`config.mk`:
```
export PLATFORM = sky130hd
export DESIGN_NAME = btnt_cell
export DESIGN_NICKNAME = d
export VERILOG_FILES = /design/src/rtl/core/btree_internal_node_table_unit_defines.svh /design/src/rtl/core/btnt_pkg.sv /design/src/rtl/core/btnt_cell.sv
export SDC_FILE = /design/constraint.sdc
export NUM_CORES = 1
export LEC_CHECK = 0
export CORE_MARGIN = 1
export CORE_UTILIZATION = 35
export CTS_BUF_LIST = sky130_fd_sc_hd__clkbuf_8 sky130_fd_sc_hd__clkbuf_16
export DETAILED_ROUTE_END_ITERATION = 12
export DONT_BUFFER_PORTS = 1
export PLACE_DENSITY = 0.49
export SLEW_MARGIN = 5
export SYNTH_ARGS = -nofsm -noshare
export SYNTH_HDL_FRONTEND = slang
export SYNTH_SLANG_ARGS = --single-unit
```
`constraint.sdc`:
```
create_clock -name clk -period 15.97 [get_ports clk]
set_input_delay 1.597 -clock clk [delete_from_list [all_inputs] [get_ports clk]]
set_output_delay 1.597 -clock clk [all_outputs]
set_load 0.03 [all_outputs]
```
`src/rtl/core/btree_internal_node_table_unit_defines.svh`:
```
// Assertion macros shared by the node table RTL.
// No dependencies; include by bare file name inside a module body.
`ifndef BTREE_INTERNAL_NODE_TABLE_UNIT_DEFINES_SVH
`define BTREE_INTERNAL_NODE_TABLE_UNIT_DEFINES_SVH

// Concurrent assertion on an explicit clock and active-low reset.
`define BTNT_ASSERT_CLK(label, clock, rst_n, prop, msg) \
	label: assert property (@(posedge clock) disable iff (!(rst_n)) (prop)) \
		else $error(msg);

// Concurrent assertion on the block clock and reset (clk, arst_n).
`define BTNT_ASSERT(label, prop, msg) \
	`BTNT_ASSERT_CLK(label, clk, arst_n, prop, msg)

`endif

```
`src/rtl/core/btnt_pkg.sv`:
```
// Shared types, constants and the composite key compare for the node table.
// No dependencies; imported by every module of the block.
package btnt_pkg;

	localparam int DEF_MAX_ENTRIES = 256;
	localparam int KEY_W           = 32;
	localparam int ROW_W           = 32;
	localparam int CHILD_W         = 32;
	localparam int CNT_OUT_W       = 9;
	localparam int IN_DATA_W       = 104;
	localparam int OUT_DATA_W      = 48;
	localparam int OR_FAN          = 16;

	typedef enum logic [1:0] {
		CMD_INSERT = 2'd0,
		CMD_LOOKUP = 2'd1,
		CMD_CLEAR  = 2'd2
	} cmd_t;

	typedef enum logic [2:0] {
		ST_IDLE,
		ST_CELL,
		ST_RED_A,
		ST_RED_B,
		ST_LOAD,
		ST_OUT
	} state_t;

	typedef struct packed {
		logic [KEY_W-1:0]   key;
		logic [ROW_W-1:0]   row;
		logic [CHILD_W-1:0] child;
	} entry_t;

	// hit flag in the top bit, child page below
	typedef logic [CHILD_W:0] hit_word_t;

	typedef struct packed {
		logic upd;
		logic eval;
		logic lookup;
	} cell_ctl_t;

	// true when a is strictly below b: key first, then row id
	function automatic logic key_less(entry_t a, entry_t b);
		logic res;
		if (a.key != b.key) begin
			res = a.key < b.key;
		end else begin
			res = a.row < b.row;
		end
		return res;
	endfunction

endpackage

```
`src/rtl/core/btnt_cell.sv`:
```
// One slot of the sorted entry row: holds an entry, compares it with the item.
// Depends on btnt_pkg; instantiated once per slot by the top level.
module btnt_cell import btnt_pkg::*; #(
	parameter int MAX_ENTRIES = DEF_MAX_ENTRIES,
	parameter int INDEX       = 0,
	localparam int CW         = $clog2(MAX_ENTRIES + 1)
) (
	input  logic          clk,
	input  cell_ctl_t     ctl,
	input  logic [CW-1:0] count,
	input  entry_t        new_ent,
	input  entry_t        prev_ent,
	input  logic          prev_greater,
	output entry_t        ent,
	output logic          greater,
	output hit_word_t     hit
);

	entry_t    ent_q;
	hit_word_t hit_s1;
	logic      occ;
	logic      first;

	assign occ = count > CW'(INDEX);
	// an empty slot counts as greater, so the row stays monotone
	assign greater = occ ? key_less(new_ent, ent_q) : 1'b1;
	assign first = occ && greater && !prev_greater;

	always_ff @(posedge clk) begin
		if (ctl.upd && greater) begin
			ent_q <= prev_greater ? prev_ent : new_ent;
		end
		if (ctl.eval) begin
			hit_s1 <= (ctl.lookup && first) ? {1'b1, ent_q.child} : '0;
		end
	end

	assign ent = ent_q;
	assign hit = hit_s1;

endmodule

```
* Word-level counts from Yosys, hierarchy flattened
Index checks and enable logic that the tools add are counted.
Widths: inputs -> output; s select.
** Storage, ports and cells
- Flip-flop bits (word level) :: 129
- Bits in latches :: 0
- Bits in writable memories :: 0
- Bits in read-only memories :: 0
- Input bits :: 206
- Output and inout port bits :: 130
- Memories kept :: 0
** Operators by class
- Add/sub/neg operators :: 0
- $mul :: 0
- Div/mod/pow operators :: 0
- Magnitude comparators :: 3
- Equal/unequal tests :: 1
- Shifts and indexed selects :: 0
- Mux-type cells :: 4
- Bitwise operators :: 0
- Reductions and logical operators :: 5
** Operators with widths (number)
- $mux 96 :: 1
- $lt 32x32->1 :: 2
- $mux 33 :: 1
- $ne 32x32->1 :: 1
- $gt 9x1->1 const B :: 1
- $logic_and 1x1->1 :: 4
- $mux 1 :: 2
- $logic_not 1->1 :: 1

* Logic depth before layout (Yosys ltp)
Gate-level depths: netlist of run 1.
- Depth after elaboration :: 7
- Gate-level depth with buffers :: 9
- Depth with buffers taken out :: 8

* Least setup slack after synthesis of run 1
Ideal clock, no wire load.
- Path type :: input port to flip-flop
- From :: input new_ent[79] in the netlist's numbering
- To :: register ent_q, in the netlist ent[0], enable pin
- Setup time :: 0.608 ns
- Arrival :: 8.033 ns
- Data required time :: 15.362 ns
- Slack :: 7.329 ns
- Cell stages on the path :: 8
- Buffers on the path :: 1
- Cells stage by stage :: ha_1 -> nand4_1 -> or4_1 -> nand4b_4 -> a21oi_4 -> o211ai_4 -> buf_6 -> a31oi_1
** Between the ends
- Cells in the longest elaborated chain, start to end :: 4
- Elaborated cells between the ends (all ways) :: 5
- Those cells by class :: order compare (1); eq/ne (1); mux (2); reduce/logical (1)
** RTL lines
- from (decl) :: RTL line btnt_cell.sv:11 : input entry_t new_ent,
- $lt 32x32->1 / $ne 32x32->1 (equally long branches) :: RTL line btnt_pkg.sv:48, btnt_pkg.sv:47
- $mux 1 * :: RTL line btnt_pkg.sv:47 : if (a.key != b.key) begin
- $mux 1 * :: RTL line btnt_cell.sv:26 : assign greater = occ ? key_less(new_ent, ent_q) : 1'b1;
- $logic_and 1x1->1 * :: RTL line btnt_cell.sv:30 : if (ctl.upd && greater) begin
- to (signal assigned) :: RTL line btnt_cell.sv:31 : ent_q <= prev_greater ? prev_ent : new_ent;
- to (decl) :: RTL line btnt_cell.sv:19 : entry_t ent_q;
Every way passes the cells marked *; elsewhere a longest branch is shown, timed or not.
A chain may end at the register's enable or synchronous reset.

* Worst setup path after layout of run 1
- From :: input new_ent[79] in the netlist's numbering
- To :: output greater
** Between the ends
- Cells in the longest elaborated chain, start to end :: 3
- Elaborated cells between the ends (all ways) :: 4
- Those cells by class :: order compare (1); eq/ne (1); mux (2)
** RTL lines
- $lt 32x32->1 / $ne 32x32->1 (equally long branches) :: RTL line btnt_pkg.sv:48, btnt_pkg.sv:47
- $mux 1 * :: RTL line btnt_pkg.sv:47
- $mux 1 * :: RTL line btnt_cell.sv:26
- to (decl) :: RTL line btnt_cell.sv:15 : output logic greater,
Marks and branches as above.

==> results.cfg, run 1 <==
[yosys]
synthTopCellsByArea = edfxtp_1, mux2_2, ha_1
synthCells = 540
synth-edff-count = 129
postSynth.asyncResetShare = 0
synth_top_area_share = 0.534
yosysWarnings = 0
synthTopCellsByCount = edfxtp_1, inv_1, mux2_2, ha_1, a211oi_2
seq_area_frac_synth = 0.534
synth-seq-cells = 129
synth_nets = 809
synth_area_leader_cell = edfxtp_1
synthDistinctLibCells = 38
syn_area_um2 = 7250
synth_ff_type = edfxtp_1
yosys.cell_count.top_type = edfxtp_1
avgSynthCellArea_um2 = 13.4

[sta]
hold_viol = 0
slew_viol_final = 0
worst-slew-pin-transition_ns = 0.692
period_minus_slack_ns = 5.70
setup-tns-final_ns = 0
hold_slack_ns = 0.851
setup_viol = 0
fmax_mhz = 175
rsz0062_at_grt = false
post-route-period-util = 0.357
finClkSkew_ns = 0.00862
slew_headroom = 0.539

[finish]
postLayoutCoreUtil = 0.401
syn_to_final_growth_pct = 12.2
layout.nets = 813
n_antenna_cell = 0
final_area_um2 = 8140
layoutNonFillerInstCount = 826
num-fill-cells = 1945
drive_above_1_share = 0.293
multi_input_area_um2 = 2910
register_area_um2 = 3870

[placed_design]
finalWeightedCongestion = 0.860
dpl-instance-area_um2 = 7520
dpl.hpwl_mm = 12.9
port_buffers = 0
place_inst = 795

[drt]
ant_nets = 0
totalWireLength_mm = 17.0
drtPass1Iterations = 4
dr.first_iter.drc_count = 119
route.detailed.drc = 0
wire_per_inst_um = 20.6
vias = 4229
via_per_inst = 5.12

[run]
max_cap_viol_count = 0

[power]
p_leak_nw = 3.23
ir_drop_mv = 0.0602
p_per_area_nw_per_um2 = 121

[cts]
cts_root_buffer = clkbuf_16
htreeDepth = 4
clk_pin_slew_ns = 0.05
clock_path_buffers = 2
ctsHoldBuffers = 0
cts_tree = done
cts_resized = 0
clock-sinks = 129
cts_buffers = 17
cts_setup_buffers = 0
insertion_delay_ns = 0.41

[floorplan]
dieArea_um2 = 21300
fp.dieW_um = 146
start_util = 0.357
ioPinCount = 336
core_area_um2 = 20300
fp.dieH_um = 146
rows = 52

[critical_path]
crit_fanout = 35
cp_top_family = simple AND/OR/NAND/NOR gates
crit_chain = ha_1, nand4_1, or4_1, nor4_1, o31ai_1, nand2_2, buf_4, nand3_1
timing_worst_setup_path_type = input pin to output port
cp.arrival_ns = 4.10
startpoint_type = input pin
slowest_delay_ns = 0.58
crit_buf_inv = 1
end_kind = output port
crit_slowest_cell = or4_1
critPathRequiredTime_ns = 14.37

[grt]
grtUsageTotal = 0.162
first_global_vias = 4424
antenna_found_initial = 1
overflow = 0
grt_pass1_wl_mm = 25.9
grt_max_degree = 99

[outcome]
status = completed

[min_path]
hold_class = flip-flop to flip-flop
## logic make-up after synthesis
family / after synthesis / synth area share
flops: 129 / 0.534
buf+inv: 116 / 0.0663
mux: 95 / 0.148
compound gates: 85 / 0.100
fa+ha+maj: 63 / 0.109
simple gates: 52 / 0.0428
## sequential cells by signal, indices dropped and copies added (netlist names)
name	cells
hit	33
ent	96
## area by class of cell
type | count | share of cell area
clock buffer | 17 | 0.0523
clock inverter | 14 | 0.0232
inverter | 96 | 0.0443
multi-input combinational | 295 | 0.358
sequential | 129 | 0.476
tap | 270 | 0.0415
timing repair buffer | 5 | 0.00461
## power breakdown
part / switching [W] / leakage [nW] / internal [W]
logic: 0.0000538 / 1.69 / 0.0000432
registers: 0.0000670 / 1.25 / 0.000410
clock network: 0.000149 / 0.297 / 0.000260
## stage by stage
step | setup WS (ns) | total power, W
floorplan | 7.33 | 0.000562
global placement | 10.29 | 0.000580
detailed placement | 10.22 | 0.000583
CTS | 10.22 | 0.000996
global route | 10.02 | 0.00102
finish | 10.27 | 0.000982
## metal layers
metal  GRT usage  up-vias  wire [µm]
met2       0.283      200       8840
met1       0.178     2004       6500
li1            -     2009          -
met3      0.0680       14       1500
met5           0        -         13
met4      0.0468        2        171
## cells in the final DEF (no fill, tap or decap), drive strengths merged, types with 2 or more instances in the layout
master / count
and4: 2
nand4: 10
a221o: 2
bufinv: 4
nand3: 8
ha: 63
buf: 5
clkinvlp: 2
nand2b: 3
a31oi: 2
inv: 98
a21oi: 23
clkbuf: 17
edfxtp: 129
mux2: 95
a211oi: 35
nor4: 3
a21o: 6
clkinv: 6
o21ai: 8
nor3: 4
nor2: 5
nand2: 12
## worst reg2reg max path, delay by kind of cell (launching register included)
family | cells | cell delay [ns]
buffers and inverters | 4 | 1.63
adders and majority gates | 1 | 0.32
and+or+nand+nor | 3 | 0.96
AOI/OAI and AO/OA | 3 | 0.52
DFF | 1 | 0.52
## path summary, 6_finish.rpt
path	startpoint	endpoint	slack, ns	cells after the start
setup / recovery	new_ent[79]	greater	10.27	8
hold reg to reg	ent[17]	hit[17]	0.85	2
setup reg to reg	ent[79]	ent[24]	11.57	11
hold / removal	ent[17]	hit[17]	0.85	2
(Power assumes the default switching activity.)
==> run 2, diff against run 1 <==
==> constraint.sdc (replaced) <==
create_clock -name clk -period 5.8 [get_ports clk]
set_input_delay 0.58 -clock clk [delete_from_list [all_inputs] [get_ports clk]]
set_output_delay 0.58 -clock clk [all_outputs]
set_load 0.03 [all_outputs]
==> run 2 against run 1 <==
Global-route usage increased by 0.47 points. Wire length increased by 3.0%. Clock skew increased by 0.0030 ns.
==> results.cfg, run 2 (synthesis gave the netlist of run 1 again) <==
[cts]
cts_setup_buffers = 0
clock_path_buffers = 2
insertion_delay_ns = 0.41
clock-sinks = 129
clk_pin_slew_ns = 0.06
cts_resized = 0
htreeDepth = 4
cts_root_buffer = clkbuf_16
cts_tree = done
ctsHoldBuffers = 0
cts_buffers = 17

[min_path]
holdPathEnd = hit[32]
hold_class = input pin to flip-flop
hold_depth = 0
worstHoldStart = ctl[1]

[finish]
layout.nets = 813
layout_commonest_cell = edfxtp_1
postLayoutCoreUtil = 0.402
largest_reg_flops = 96
layout_common_cells = edfxtp_1, inv_1, mux2_2
drive_above_1_share = 0.296
final_area_um2 = 8170
multi_input_area_um2 = 2910
num-fill-cells = 1898
syn_to_final_growth_pct = 12.6
register_area_um2 = 3870

[critical_path]
crit_slowest_cell = or4_1
slowest_delay_ns = 0.61
ff2ff_setup_slack_ns = 2.03
crit_chain = inv_1, ha_1, nand4_1, or4_1, nor4_1, o31ai_1, nand2_2, buf_4, nand3_1
worstRegToRegCells = 9
startpoint_type = flip-flop
cp.arrival_ns = 3.65
crit_path_start = ent[79]
rr_endpoint = ent[82]
critPathRequiredTime_ns = 5.22
end_kind = output port
timing_worst_setup_path_type = flip-flop to output port
rr_startpoint = ent[34]
crit_fanout = 34

[power]
p_per_area_nw_per_um2 = 334
ir_drop_mv = 0.182
p_leak_nw = 3.25

[sta]
period_minus_slack_ns = 4.23
worst-slew-pin-transition_ns = 0.921
setup-tns-final_ns = 0
rsz0062_at_grt = false
finClkSkew_ns = 0.0117
hold_viol = 0
post-route-period-util = 0.729
fmax_mhz = 236
hold_slack_ns = 0.278
slew_viol_final = 0
slew_headroom = 0.386
setup_viol = 0

[drt]
drtPass1Iterations = 4
totalWireLength_mm = 17.5
route.detailed.drc = 0
vias = 4312
wire_per_inst_um = 21.2
dr.first_iter.drc_count = 134
via_per_inst = 5.21
ant_nets = 0

[grt]
grtUsageMet3 = 0.0668
grt_pass1_wl_mm = 26.5
grt_max_degree = 99
met1_usage = 0.182
overflow = 0
antenna_found_initial = 1
gr-usage-met2 = 0.289
grt-busiest-layer = met2
grtUsageTotal = 0.166
first_global_vias = 4617

[placed_design]
dpl-instance-area_um2 = 7530
finalWeightedCongestion = 0.840
port_buffers = 0
dpl.hpwl_mm = 13.5

[outcome]
status = completed

[floorplan]
rows = 52
fp.dieW_um = 146
core_area_um2 = 20300
start_util = 0.357
ioPinCount = 336
dieArea_um2 = 21300
fp.dieH_um = 146

[run]
max_cap_viol_count = 0
-- run 2: cell count changes in the layout (fill, tap and decap cells not counted), sizes merged --
cell / before / now
diode: 0 / 1
inv: 98 / 99
-- run 2: final cells by class --
type | count | area share
Sequential cell | 129 | 0.474
Clock buffer | 17 | 0.0521
Tap cell | 270 | 0.0414
Multi-Input combinational cell | 295 | 0.356
Clock inverter | 15 | 0.0253
Inverter | 96 | 0.0441
Antenna cell | 1 | 0.000306
Timing Repair Buffer | 5 | 0.00613
-- run 2: worst max-delay path: cells and delay by family (launching register included) --
family                   cells  cell delay (ns)
AO/OA/AOI/OAI                1             0.18
adder cells (fa/ha/maj)      1             0.32
buffers and inverters        2             0.53
flip-flops                   1             0.53
AND/OR/NAND/NOR              5             1.66
-- run 2: report_power, final --
part,total [W],switching [W],internal [W]
Combinational,0.000272,0.000150,0.000122
Sequential,0.00131,0.000184,0.00113
Clock,0.00115,0.000423,0.000724
Total,0.00273,0.000757,0.00197
-- run 2: metal layers --
| layer | wire (µm) | share of wire |
|---|---|---|
| met5 | 0 | 0 |
| met4 | 386 | 0.022 |
| met3 | 1590 | 0.091 |
| met2 | 8950 | 0.51 |
| met1 | 6610 | 0.38 |
-- run 2: worst max path at each step --
stage,end,cells after the start
detailed placement,ent[82],9
global placement,ent[82],9
floorplan,ent[0],9
CTS,greater,9
global route,greater,9
finish,greater,9
-- run 2: metrics by stage --
step | instances | total power (W) | setup slack (ns)
finish | 828 | 0.00273 | 1.57
global route | 828 | 0.00285 | 1.34
CTS | 827 | 0.00277 | 1.54
detailed placement | 795 | 0.00161 | 1.90
global placement | 795 | 0.00160 | 1.95
floorplan | 540 | 0.00154 | 0.189
